[src/rtl/tac_pkg.sv]
// turnstile access controller package: word types, register indexes, timing constants
// shared by the controller, the checker and the testbench; no dependencies

package tac_pkg;

    localparam int TIMER_BITS = 14;
    localparam int BEEP_BITS  = 7;
    localparam int LOCK_BITS  = 8;
    localparam int COUNT_BITS = 3;
    localparam int CFG_BITS   = 14;
    localparam int INDEX_BITS = 3;

    localparam logic [BEEP_BITS-1:0]  BEEP_SHORT = BEEP_BITS'(50);
    localparam logic [BEEP_BITS-1:0]  BEEP_LONG  = BEEP_BITS'(100);
    localparam logic [COUNT_BITS-1:0] COUNT_MAX  = '1;

    // register indexes
    localparam logic [INDEX_BITS-1:0] REG_PASS_DIRECTION   = 3'd0;
    localparam logic [INDEX_BITS-1:0] REG_CONTINUOUS_MODE  = 3'd1;
    localparam logic [INDEX_BITS-1:0] REG_EXIT_LOCK        = 3'd2;
    localparam logic [INDEX_BITS-1:0] REG_MULTIPULSE       = 3'd3;
    localparam logic [INDEX_BITS-1:0] REG_MAX_PASSES       = 3'd4;
    localparam logic [INDEX_BITS-1:0] REG_COLLECT_WINDOW   = 3'd5;
    localparam logic [INDEX_BITS-1:0] REG_PASS_WINDOW      = 3'd6;
    localparam logic [INDEX_BITS-1:0] REG_LOCK_PULSE       = 3'd7;

    // reset values
    localparam logic [COUNT_BITS-1:0] MAX_PASSES_RST     = 3'd5;
    localparam logic [CFG_BITS-1:0]   COLLECT_WINDOW_RST = 14'd4883;
    localparam logic [CFG_BITS-1:0]   PASS_WINDOW_RST    = 14'd9767;
    localparam logic [LOCK_BITS-1:0]  LOCK_PULSE_RST     = 8'd195;

    typedef enum logic [2:0] {
        PH_IDLE    = 3'b001,
        PH_COLLECT = 3'b010,
        PH_PASS    = 3'b100
    } phase_t;

    typedef struct packed {
        logic pass_request;
        logic rest_released;
        logic cw_switch;
        logic ccw_switch;
    } tick_t;

    typedef struct packed {
        logic                  solenoid_on;
        logic [COUNT_BITS-1:0] led_count;
        logic                  beep_on;
        logic                  window_active;
    } status_t;

endpackage

[src/rtl/turnstile_access_controller.sv]
// turnstile access controller top level: tick input register, state update, status register
// depends on tac_pkg

// One status word comes out for every tick word taken in: the tick is captured in an input
// register, the whole state update for it is combinational, and the resulting status lands
// in an output register. A new tick is taken every cycle while the status side keeps up; a
// held status stalls the tick side only once the input register is also full.
// Configuration writes take effect on the next tick and are meant for idle times.
module turnstile_access_controller
    import tac_pkg::*;
(
    input  logic                  clk,
    input  logic                  rst_n,
    input  logic                  tick_valid,
    output logic                  tick_stall,
    input  tick_t                 tick,
    output logic                  status_valid,
    input  logic                  status_stall,
    output status_t               status,
    input  logic                  cfg_we,
    input  logic [INDEX_BITS-1:0] cfg_index,
    input  logic [CFG_BITS-1:0]   cfg_data
);

    // configuration registers
    logic                  pass_direction_reg;
    logic                  continuous_mode_reg;
    logic                  exit_lock_reg;
    logic                  multipulse_reg;
    logic [COUNT_BITS-1:0] max_passes_reg;
    logic [CFG_BITS-1:0]   collect_window_reg;
    logic [CFG_BITS-1:0]   pass_window_reg;
    logic [LOCK_BITS-1:0]  lock_pulse_reg;

    // pipeline
    logic    in_valid_reg;
    tick_t   in_word_reg;
    logic    out_valid_reg;
    status_t out_word_reg;
    status_t out_word_next;
    logic    advance;

    // controller state
    phase_t                phase_reg, phase_next;
    logic [TIMER_BITS-1:0] window_timer_reg, window_timer_next;
    logic [LOCK_BITS-1:0]  solenoid_timer_reg, solenoid_timer_next;
    logic [BEEP_BITS-1:0]  beep_timer_reg, beep_timer_next;
    logic [COUNT_BITS-1:0] granted_reg, granted_next;
    logic [COUNT_BITS-1:0] remaining_reg, remaining_next;
    logic                  seen_forward_reg, seen_forward_next;
    logic                  seen_reverse_reg, seen_reverse_next;
    logic                  press_armed_reg, press_armed_next;

    logic                  fwd, rev, press, rel, req;
    logic [COUNT_BITS-1:0] limit;
    logic [TIMER_BITS-1:0] collect_len, pass_len;

    assign advance      = in_valid_reg && (!out_valid_reg || !status_stall);
    assign tick_stall   = in_valid_reg && !advance;
    assign status_valid = out_valid_reg;
    assign status       = out_word_reg;

    assign req   = in_word_reg.pass_request;
    assign rel   = in_word_reg.rest_released;
    assign fwd   = pass_direction_reg ? in_word_reg.ccw_switch : in_word_reg.cw_switch;
    assign rev   = pass_direction_reg ? in_word_reg.cw_switch : in_word_reg.ccw_switch;
    assign press = req && press_armed_reg;
    assign limit = (max_passes_reg == '0) ? COUNT_BITS'(1) : max_passes_reg;

    assign collect_len = TIMER_BITS'(collect_window_reg);
    assign pass_len    = TIMER_BITS'(pass_window_reg);

    always_comb
    begin
        phase_next          = phase_reg;
        window_timer_next   = window_timer_reg;
        solenoid_timer_next = solenoid_timer_reg;
        beep_timer_next     = beep_timer_reg;
        granted_next        = granted_reg;
        remaining_next      = remaining_reg;
        seen_forward_next   = seen_forward_reg;
        seen_reverse_next   = seen_reverse_reg;
        press_armed_next    = !req;

        if (solenoid_timer_reg != '0)
            solenoid_timer_next = solenoid_timer_reg - LOCK_BITS'(1);
        if (beep_timer_reg != '0)
            beep_timer_next = beep_timer_reg - BEEP_BITS'(1);

        case (phase_reg)
            PH_COLLECT:
            begin
                if (rel && fwd)
                begin
                    // rotation closes collection early
                    seen_forward_next = 1'b1;
                    phase_next        = PH_PASS;
                    remaining_next    = granted_reg;
                    window_timer_next = pass_len;
                    seen_reverse_next = 1'b0;
                end
                else if (press)
                begin
                    if (granted_reg != COUNT_MAX)
                        granted_next = granted_reg + COUNT_BITS'(1);
                    beep_timer_next   = BEEP_SHORT;
                    window_timer_next = collect_len;
                    if (granted_next >= limit)
                    begin
                        phase_next        = PH_PASS;
                        remaining_next    = granted_next;
                        window_timer_next = pass_len;
                        seen_reverse_next = 1'b0;
                    end
                end
                else if (window_timer_reg <= TIMER_BITS'(1))
                begin
                    phase_next        = PH_PASS;
                    remaining_next    = granted_reg;
                    window_timer_next = pass_len;
                    seen_reverse_next = 1'b0;
                end
                else
                begin
                    window_timer_next = window_timer_reg - TIMER_BITS'(1);
                end
            end

            PH_PASS:
            begin
                if (rel && rev && !seen_forward_reg)
                    solenoid_timer_next = lock_pulse_reg;
                if (fwd)
                    seen_forward_next = 1'b1;
                if (rev)
                    seen_reverse_next = 1'b1;
                if (seen_forward_next && seen_reverse_next && !rel)
                begin
                    beep_timer_next   = BEEP_LONG;
                    seen_forward_next = 1'b0;
                    seen_reverse_next = 1'b0;
                    remaining_next    = remaining_reg - COUNT_BITS'(1);
                    if (remaining_next == '0)
                    begin
                        phase_next        = PH_IDLE;
                        window_timer_next = '0;
                        granted_next      = '0;
                    end
                    else
                    begin
                        window_timer_next = pass_len;
                    end
                end
                else if (window_timer_reg <= TIMER_BITS'(1))
                begin
                    // window ran out: drop what is left
                    phase_next        = PH_IDLE;
                    window_timer_next = '0;
                    granted_next      = '0;
                    remaining_next    = '0;
                    seen_forward_next = 1'b0;
                    seen_reverse_next = 1'b0;
                end
                else
                begin
                    window_timer_next = window_timer_reg - TIMER_BITS'(1);
                end
            end

            default:
            begin
                phase_next = PH_IDLE;
                if (continuous_mode_reg && req)
                begin
                    if (exit_lock_reg && rel && rev && !seen_forward_reg)
                        solenoid_timer_next = lock_pulse_reg;
                    if (fwd)
                        seen_forward_next = 1'b1;
                    if (rev)
                        seen_reverse_next = 1'b1;
                    if (seen_forward_next && seen_reverse_next && !rel)
                    begin
                        beep_timer_next   = BEEP_SHORT;
                        seen_forward_next = 1'b0;
                        seen_reverse_next = 1'b0;
                    end
                end
                else
                begin
                    if (rel && (exit_lock_reg || fwd))
                        solenoid_timer_next = lock_pulse_reg;
                    if (!continuous_mode_reg && press)
                    begin
                        beep_timer_next   = BEEP_SHORT;
                        seen_forward_next = 1'b0;
                        seen_reverse_next = 1'b0;
                        if (multipulse_reg)
                        begin
                            granted_next = COUNT_BITS'(1);
                            if (limit == COUNT_BITS'(1))
                            begin
                                phase_next        = PH_PASS;
                                remaining_next    = COUNT_BITS'(1);
                                window_timer_next = pass_len;
                            end
                            else
                            begin
                                phase_next        = PH_COLLECT;
                                window_timer_next = collect_len;
                            end
                        end
                        else
                        begin
                            granted_next      = '0;
                            phase_next        = PH_PASS;
                            remaining_next    = COUNT_BITS'(1);
                            window_timer_next = pass_len;
                        end
                    end
                end
            end
        endcase

        out_word_next.solenoid_on   = (solenoid_timer_next != '0);
        out_word_next.beep_on       = (beep_timer_next != '0);
        out_word_next.window_active = (phase_next == PH_COLLECT) || (phase_next == PH_PASS);
        if (phase_next == PH_COLLECT)
            out_word_next.led_count = granted_next;
        else if (phase_next == PH_PASS)
            out_word_next.led_count = remaining_next;
        else
            out_word_next.led_count = '0;
    end

    always_ff @(posedge clk or negedge rst_n)
    begin
        if (!rst_n)
        begin
            pass_direction_reg  <= 1'b0;
            continuous_mode_reg <= 1'b0;
            exit_lock_reg       <= 1'b0;
            multipulse_reg      <= 1'b0;
            max_passes_reg      <= MAX_PASSES_RST;
            collect_window_reg  <= COLLECT_WINDOW_RST;
            pass_window_reg     <= PASS_WINDOW_RST;
            lock_pulse_reg      <= LOCK_PULSE_RST;
        end
        else if (cfg_we)
        begin
            case (cfg_index)
                REG_PASS_DIRECTION:  pass_direction_reg  <= cfg_data[0];
                REG_CONTINUOUS_MODE: continuous_mode_reg <= cfg_data[0];
                REG_EXIT_LOCK:       exit_lock_reg       <= cfg_data[0];
                REG_MULTIPULSE:      multipulse_reg      <= cfg_data[0];
                REG_MAX_PASSES:      max_passes_reg      <= cfg_data[COUNT_BITS-1:0];
                REG_COLLECT_WINDOW:  collect_window_reg  <= cfg_data;
                REG_PASS_WINDOW:     pass_window_reg     <= cfg_data;
                REG_LOCK_PULSE:      lock_pulse_reg      <= cfg_data[LOCK_BITS-1:0];
                default:             lock_pulse_reg      <= lock_pulse_reg;
            endcase
        end
    end

    always_ff @(posedge clk or negedge rst_n)
    begin
        if (!rst_n)
        begin
            in_valid_reg       <= 1'b0;
            out_valid_reg      <= 1'b0;
            phase_reg          <= PH_IDLE;
            window_timer_reg   <= '0;
            solenoid_timer_reg <= '0;
            beep_timer_reg     <= '0;
            granted_reg        <= '0;
            remaining_reg      <= '0;
            seen_forward_reg   <= 1'b0;
            seen_reverse_reg   <= 1'b0;
            press_armed_reg    <= 1'b0;
        end
        else
        begin
            if (tick_valid && !tick_stall)
                in_valid_reg <= 1'b1;
            else if (advance)
                in_valid_reg <= 1'b0;

            if (advance)
                out_valid_reg <= 1'b1;
            else if (!status_stall)
                out_valid_reg <= 1'b0;

            if (advance)
            begin
                phase_reg          <= phase_next;
                window_timer_reg   <= window_timer_next;
                solenoid_timer_reg <= solenoid_timer_next;
                beep_timer_reg     <= beep_timer_next;
                granted_reg        <= granted_next;
                remaining_reg      <= remaining_next;
                seen_forward_reg   <= seen_forward_next;
                seen_reverse_reg   <= seen_reverse_next;
                press_armed_reg    <= press_armed_next;
            end
        end
    end

    // payload registers
    always_ff @(posedge clk)
    begin
        if (tick_valid && !tick_stall)
            in_word_reg <= tick;
        if (advance)
            out_word_reg <= out_word_next;
    end

`ifndef SYNTHESIS
    a_idle_clean: assert property (@(posedge clk) disable iff (!rst_n)
        phase_reg == PH_IDLE |-> window_timer_reg == '0 && granted_reg == '0
                                 && remaining_reg == '0)
        else $error("idle phase holds leftover window state");

    a_pass_has_count: assert property (@(posedge clk) disable iff (!rst_n)
        phase_reg == PH_PASS |-> remaining_reg != '0)
        else $error("passage window open with no passes left");

    a_beep_bound: assert property (@(posedge clk) disable iff (!rst_n)
        beep_timer_reg <= BEEP_LONG)
        else $error("beep timer beyond longest pulse");

    a_led_in_window: assert property (@(posedge clk) disable iff (!rst_n)
        status_valid && status.led_count != '0 |-> status.window_active)
        else $error("led count shown outside a window");

    a_word_from_tick: assert property (@(posedge clk) disable iff (!rst_n)
        $rose(status_valid) |-> $past(in_valid_reg))
        else $error("status word without a captured tick");
`endif

endmodule

[config.mk]
export PLATFORM = sky130hd
export DESIGN_NAME = turnstile_access_controller
export DESIGN_NICKNAME = d
export VERILOG_FILES = /design/src/rtl/tac_pkg.sv /design/src/rtl/turnstile_access_controller.sv
export SDC_FILE = /design/constraint.sdc
export NUM_CORES = 1
export LEC_CHECK = 0
export BUFFER_PORTS_ARGS = -buffer_cell sky130_fd_sc_hd__clkbuf_2
export CAP_MARGIN = 20
export CELL_PAD_IN_SITES_DETAIL_PLACEMENT = 1
export CELL_PAD_IN_SITES_GLOBAL_PLACEMENT = 1
export CORE_MARGIN = 2
export CORE_UTILIZATION = 50
export DETAILED_ROUTE_END_ITERATION = 10
export GPL_ROUTABILITY_DRIVEN = 0
export PLACE_DENSITY_LB_ADDON = 0.1
export SLEW_MARGIN = 10
export SYNTH_ARGS = -nofsm -noshare
export SYNTH_HDL_FRONTEND = slang
export SYNTH_SLANG_ARGS = --single-unit
[constraint.sdc]
create_clock -name clk -period 6.58 [get_ports clk]
set_clock_uncertainty 0.05 [all_clocks]
set_input_delay 0.329 -clock clk [delete_from_list [all_inputs] [get_ports clk]]
set_output_delay 0.329 -clock clk [all_outputs]
set_load 0.03 [all_outputs]
==> impl_results.md, run 1 <==
- Area growth syn-to-layout: 9.13%
- R2R Setup Slk: approximately 3.3 ns
- Largest net degree at the start of global routing: just under 60
- Ant. Diodes: 0
- Hold Buf Count CTS: 1
- Slew Viols, Final: 0
- Post_cts resized: 0
- Die width: roughly 110 um
- Worst Path Arrival: around 3.5 ns
- Setup TNS: 0 ns
- Max Freq: between 0.3 and 0.4 GHz
- Register area share after synthesis: 44.1%
- Crit start category: flop
- Min-Delay Path Depth: 1
- Crit. End Element: flop
- Post-synth EDFFs: 10
- Via count: between 4,000 and 5,000
- Post-Syn Area: between 0.005 and 0.006 mm^2
- Placed Instance Area: approximately 0.0059 mm^2
- DR iter-0 viols: 260
- Max Cap Viol: 0
- Later-pin clock latency in the skew report: 0.39 ns
- Clock-pin slew on the worst setup and hold paths: about 0.10 ns
- Post-route ant nets: 0
- Share of layout cells above drive strength 1: approximately a quarter
- Clock Sink Count: 96
- Ys flop type: dfrtp_1
- Worst setup margin: roughly 3.3 ns
- Max IR drop VDD: approximately 0.00018 V
- Die Span Y: ~110 um
- DRC: 0
- Worst hold-check path type: in -> reg
- Slew headroom: a little under two fifths
- FF-to-FF End: window_timer_reg[12]$_DFFE_PN0P_
- FF-to-FF path depth: 12
- Hold path endpoint: req$_DFFE_PP_
- Crit Path Class: reg -> reg
- Mapped Cells: 566
- Initial antenna violation count: 0
- Worst Path Required: about 6.8 ns
- Final hold viol count: 0
- H-Tree Depth: 3
- Vias in the first global route: between 4,000 and 5,000
- Tmin final: 3.31 ns
- Post-synth cell types: 75
- Post-place setup slack: 3.31 ns
- Die ar.: ~0.012 mm^2
- Setup violations, final: 0
- Root buffer cell: clkbuf_8
- Post-synthesis register bit count: between 90 and 100
- Fin nets: around 630
- Grt total ovfl: 0
- Total Routing Usage GR: between 20 and 30%
- Port bufs: 33
- RSZ-0062 raised after global routing: false
- Critical Path Fanout Max: 14
- Total Wirelength: 15.3 mm
- Initial Util: just over 50%
- Drt first pass iters: 4
- DR WL/cell: ~21 um
- Num rows: 38
- Lkg Pwr: roughly 2.5 nW
- Yosys warning count: 0
- Worst r2r src: granted_reg[0]$_DFFE_PN0P_
- Global-route wire length before repair: between 20 and 25 mm
- Post-synthesis net count: roughly 600
- Final period util: about half
- Hold path start: tick[3]
- Worst Max-Slew Pin Slew: around 0.94 ns
- Num CTS Buffers: 9
- Pwr dens: between 300 and 400 mW/mm^2
- CTS tree: yes
- Synth Area per Inst: about 10 um^2
- Status: finished clean
- Via density: 6.37
- # IOs: 34
- Core area: about 0.011 mm^2
- Buffer count from post-CTS setup fixing: 0
- Most frequent cells in the layout: dfrtp_1 (66), nor2_1 (51), mux2_2 (47)
- HPWL Detailed: 11.1 mm
- Most common cell after layout, fill and taps aside: dfrtp_1
- Post-route cell area: a little over 0.006 mm^2
- FILL cells: 1,232
- Async set-reset flop share out of synthesis: 89.6%
- Clock Tree Buf Depth: 2
- Hold_ws: 0.0703 ns
==> metal layers <==
layer,share of wire (%),vias to the layer above,GRT usage (%),routed length (um)
li1,-,2154,-,-
met4,2.5,0,10.5,390
met3,4.2,27,5.76,640
met1,42,2401,32.8,6430
met2,51,117,47.3,7870
met5,0,-,0,0
==> cell families after synthesis <==
kind of cell | count (synthesis) | share of synthesized area [%]
AOI/OAI and AO/OA | 151 | 18.9
xor gates and xnor gates | 15 | 2.34
adders and majority gates | 12 | 2.67
buffers and inverters | 47 | 3.32
DFF | 96 | 44.1
muxes | 61 | 12.0
and+or+nand+nor | 184 | 16.7
==> worst max path at each step <==
| stage | startpoint | end | slack, ns | depth (start not counted) |
|---|---|---|---|---|
| detailed placement | granted_reg[0]$_DFFE_PN0P_ | window_timer_reg[12]$_DFFE_PN0P_ | 3.31 | 12 |
| global placement | granted_reg[0]$_DFFE_PN0P_ | window_timer_reg[2]$_DFFE_PN0P_ | 3.50 | 11 |
| CTS | granted_reg[0]$_DFFE_PN0P_ | window_timer_reg[12]$_DFFE_PN0P_ | 3.28 | 12 |
| floorplan | granted_reg[0]$_DFFE_PN0P_ | window_timer_reg[12]$_DFFE_PN0P_ | 3.73 | 12 |
| finish | granted_reg[0]$_DFFE_PN0P_ | window_timer_reg[12]$_DFFE_PN0P_ | 3.27 | 12 |
| global route | granted_reg[0]$_DFFE_PN0P_ | window_timer_reg[12]$_DFFE_PN0P_ | 3.05 | 12 |
==> synthesized netlist by cell type (3+ instances only) <==
library cell / instances / area share, %
nand4_1: 3 / 0.33
edfxtp_1: 10 / 5.3
mux2i_1: 12 / 2.1
dfrtp_1: 66 / 29
a2bb2oi_1: 3 / 0.47
nor3b_1: 6 / 0.80
ha_1: 12 / 2.7
a21oi_1: 25 / 2.2
nand3_1: 13 / 1.2
a211oi_1: 3 / 0.40
inv_1: 24 / 1.6
a22oi_1: 3 / 0.40
a221o_1: 8 / 1.4
mux2_2: 47 / 9.4
o21a_1: 4 / 0.53
a221oi_1: 7 / 1.1
dfstp_2: 20 / 9.3
xor2_1: 5 / 0.78
o21ai_0: 19 / 1.7
clkbuf_1: 15 / 1.0
o21ai_1: 20 / 1.8
nor4_1: 7 / 0.78
o22ai_1: 13 / 1.4
a31oi_1: 10 / 1.1
nand2b_1: 6 / 0.67
nor2_1: 51 / 3.4
nand2_1: 46 / 3.1
nor3_1: 20 / 1.8
buf_2: 8 / 0.71
and2_1: 7 / 0.78
o211ai_1: 3 / 0.40
nand4b_1: 3 / 0.47
xnor2_1: 10 / 1.6
==> critical path, stage by stage (launching register included) <==
cell	delay [ns]
dfrtp_1	0.48
ha_1	0.29
nand2_1	0.13
mux2i_1	0.30
inv_1	0.09
ha_1	0.28
nand2_1	0.05
o21ai_1	0.44
o22ai_1	0.16
buf_4	0.24
a221o_1	0.37
a221oi_1	0.26
nor2_1	0.07
==> per-stage QoR <==
stage,power [mW],instances,util [%]
after floorplan,1.65,566,-
after global placement,1.86,720,54.2
after CTS,2.36,737,56.3
after global routing,2.52,738,56.3
after detailed placement,1.92,720,54.2
final,2.35,738,56.3
==> cell type report <==
class / count / area (um^2) / share of cell area (%)
multi-input combinational: 423 / 2960 / 48.2
sequential: 96 / 2480 / 40.4
timing repair buffer: 39 / 215 / 3.51
tap: 140 / 175 / 2.86
clock buffer: 10 / 138 / 2.24
inverter: 24 / 90.1 / 1.47
clock inverter: 6 / 81.3 / 1.33
==> where the power goes <==
group | internal [mW] | switching, mW
combinational | 0.393 | 0.523
clock | 0.197 | 0.237
sequential | 0.792 | 0.211
Note: power is estimated with default switching activity, not from simulation.
==> run 2: changes to the inputs <==
--- a/config.mk
+++ b/config.mk
@@ -5,12 +5,13 @@
 export SDC_FILE = /design/constraint.sdc
 export NUM_CORES = 1
 export LEC_CHECK = 0
+export ABC_AREA = 1
 export BUFFER_PORTS_ARGS = -buffer_cell sky130_fd_sc_hd__clkbuf_2
 export CAP_MARGIN = 20
 export CELL_PAD_IN_SITES_DETAIL_PLACEMENT = 1
 export CELL_PAD_IN_SITES_GLOBAL_PLACEMENT = 1
 export CORE_MARGIN = 2
-export CORE_UTILIZATION = 50
+export CORE_UTILIZATION = 46
 export DETAILED_ROUTE_END_ITERATION = 10
 export GPL_ROUTABILITY_DRIVEN = 0
 export PLACE_DENSITY_LB_ADDON = 0.1
==> constraint.sdc (replaced) <==
create_clock -name clk -period 3.2 [get_ports clk]
set_clock_uncertainty 0.05 [all_clocks]
set_input_delay 0.16 -clock clk [delete_from_list [all_inputs] [get_ports clk]]
set_output_delay 0.16 -clock clk [all_outputs]
set_load 0.03 [all_outputs]
==> run 2 against run 1 <==
Against the previous run: area after synthesis grew 10%; highest routed layer unchanged; largest cell class unchanged; largest power group is now combinational logic; via count grew 26%; critical endpoint is now window_timer_reg[13]$_DFFE_PN0P_; flip-flop and latch count is the same.
==> impl_results.md, run 2 <==
- Initial antenna violation count: 0 (unchanged)
- Post-synth cell types: 46 (-39%)
- Via density: 5.48 (-14%)
- Post-synthesis net count: 893 (+48%)
- Buffer count from post-CTS setup fixing: 0 (unchanged)
- Cells along the critical path: ha_1, or2_2, ha_1, a21oi_1, nand2_1, nor2_4, nand2_1, nand3_1, nand3_2, nand2_1, nand3_1, nand2_1, nand2_1
- Max Cap Viol: 0 (unchanged)
- # IOs: 34 (unchanged)
- Most frequent CP cell: nand2_1
- Tmin final: 2.82 ns (-0.490 ns)
- Most frequent cell after synthesis: nand2_1
- Register area share after synthesis: 39.9% (-4.2 points)
- Final hold viol count: 0 (unchanged)
- Critical Path Fanout Max: 5 (-9)
- Crit start category: flop
- Later-pin clock latency in the skew report: 0.36 ns (-0.03 ns)
- Crit path buf inv count: 0 (-2)
- Setup violations, final: 0 (unchanged)
- Ant. Diodes: 0 (unchanged)
- Post-Syn Area: 0.00621 mm^2 (+10%)
- Pwr dens: 767 mW/mm^2 (+100%)
- Crit. End Element: flop
- Crit Path Class: reg -> reg
- H-Tree Depth: 3 (unchanged)
- Initial Util: 47.1% (-4.6 points)
- DR iter-0 viols: 334 (+28%)
- Worst r2r src: granted_reg[0]$_DFFE_PN0P_
- Vias in the first global route: 6,364 (+29%)
- Core area: 0.0132 mm^2 (+21%)
- Root buffer cell: clkbuf_16
- Most frequent cells in the layout: nand2_1 (238), nor2_1 (92), inv_1 (89)
- Setup TNS: 0 ns (unchanged)
- Yosys top cell by area: dfrtp_1
- Max IR drop VDD: 0.000385 V (+110%)
- Biggest cell delay along the critical path: 0.43 ns (-0.05 ns)
- CP startpoint: granted_reg[0]$_DFFE_PN0P_
- CTS tree: yes
- Worst Max-Slew Pin Slew: 0.846 ns (-0.0938 ns)
- Top cells by area, synth: dfrtp_1 (27%), nand2_1 (14%), dfstp_2 (8.5%)
- Fin util: 52.8% (-3.5 points)
- Most common cell after layout, fill and taps aside: nand2_1
- Share of the synthesized area in the top cell type: 26.6% (-2.8 points)
- Lkg Pwr: 3.39 nW (+35%)
- Async set-reset flop share out of synthesis: 89.6% (unchanged)
- Ys flop type: dfrtp_1
- RSZ-0062 raised after global routing: false
- Post-synthesis register bit count: 96 (unchanged)
- Synth Area per Inst: 7.26 um^2 (-27%)
- Register area: 0.00248 mm^2 (unchanged)
- Post-synth EDFFs: 10 (unchanged)
- Hold path start: cfg_data[3]
- Grt total ovfl: 0 (unchanged)
- Global-route wire length before repair: 32.2 mm (+29%)
- Yosys warning count: 0 (unchanged)
- Max Freq: 0.354 GHz (+17%)
- Port bufs: 33 (unchanged)
- Die ar.: 0.0144 mm^2 (+19%)
- Slowest CP cell: dfrtp_1
- Num rows: 42 (+11%)
- Share of layout cells above drive strength 1: 15.5% (-8.1 points)
- Area growth syn-to-layout: 12.2%
- Total Wirelength: 19.4 mm (+27%)
- Post-route ant nets: 0 (unchanged)
- Top delay family on crit path: simple AND/OR/NAND/NOR gates
- Drt first pass iters: 4 (unchanged)
- Multi-input gate area in the final layout: 0.00322 mm^2 (+8.7%)
- Worst Path Required: 3.41 ns (-3.40 ns)
- HPWL Detailed: 14.3 mm (+29%)
- Clock-pin slew on the worst setup and hold paths: 0.08 ns (-0.02 ns)
- DR WL/cell: 17.9 um (-14%)
- Top post-synthesis cells by count: nand2_1 (238), nor2_1 (92), inv_1 (89)
- Clock Tree Buf Depth: 2 (unchanged)
- Slew headroom: 43.6% (+6.3 points)
- Clock Sink Count: 96 (unchanged)
- Status: finished clean
- Die width: 120 um (+9.2%)
- Largest net degree at the start of global routing: 64 (+10%)
- Num CTS Buffers: 9 (unchanged)
- Worst hold-check path type: in -> reg
- FILL cells: 1,714 (+39%)
- Total Routing Usage GR: 28.5% (+1.4 points)
- DRC: 0 (unchanged)
- Mapped Cells: 855 (+51%)
- Die Span Y: 120 um (+9.2%)
- Slew Viols, Final: 0 (unchanged)
- Via count: 5,930 (+26%)
- Fin nets: 939 (+49%)
- Worst Path Arrival: 3.03 ns (-0.51 ns)
- Final period util: 88.2% (+38 points)
[run 2: layer usage]
layer,wire length (um),GRT usage [%],vias to the layer above
met5,0,0,-
met4,495,10.2,0
met3,767,4.23,39
met2,9190,46.6,129
met1,8960,38.6,2906
li1,-,-,2856
[run 2: final timing paths]
path,end,slack [ns],cells past startpoint
worst max-delay path,window_timer_reg[13]$_DFFE_PN0P_,0.38,13
max in group asynchronous,pass_len[13]$_DFFE_PN1P_,1.91,3
worst min register to register,max_passes_reg[0]$_DFFE_PN1P_,0.45,2
min in group asynchronous,window_timer_reg[2]$_DFFE_PN0P_,0.38,2
worst max register to register,window_timer_reg[13]$_DFFE_PN0P_,0.38,13
worst min-delay path,lock_pulse_reg[3]$_DFFE_PN0P_,0.006,3
[run 2: logic make-up after synthesis]
group	after synthesis	share of synthesized area (%)
adders and majority gates	12	2.42
AOI/OAI and AO/OA	140	12.5
buffers and inverters	124	8.28
DFF	96	39.9
xor gates and xnor gates	16	2.26
and+or+nand+nor	467	34.6
[run 2: where the power goes]
part	leakage, nW	switching (mW)	internal [mW]
clock	0.145	0.541	0.569
combinational	2.13	1.48	0.750
sequential	1.11	0.394	1.61
[run 2: per-stage QoR]
stage	worst slack (ns)	cells	cell area, um^2	hold WS, ns	total power [mW]
after global routing	0.186	1082	6970	0.0320	5.75
after floorplan	0.814	855	6210	-0.186	3.53
final	0.378	1082	6970	0.00574	5.34
after CTS	0.395	1082	6970	0.00530	5.33
after detailed placement	0.418	1051	6520	0.271	4.19
after global placement	0.617	1051	6520	0.265	4.02
[run 2: worst min-delay path: cells and delay by family]
family	cells	cell delay, ns
buffers and inverters	2	0.16
AO/OA/AOI/OAI	1	0.07
[run 2: area by class of cell]
cell class | instances | share of cell area (%)
Clock inverter | 6 | 0.844
Multi-Input combinational cell | 635 | 46.2
Sequential cell | 96 | 35.6
Inverter | 107 | 5.84
Tap cell | 176 | 3.16
Timing Repair Buffer | 52 | 4.99
Clock buffer | 10 | 3.43
[run 2: repair_timing]
item | in CTS | in global routing
resized for setup | 0 | 0
hold buffers | 15 | 0
hold endpoints to repair | 66 | 0
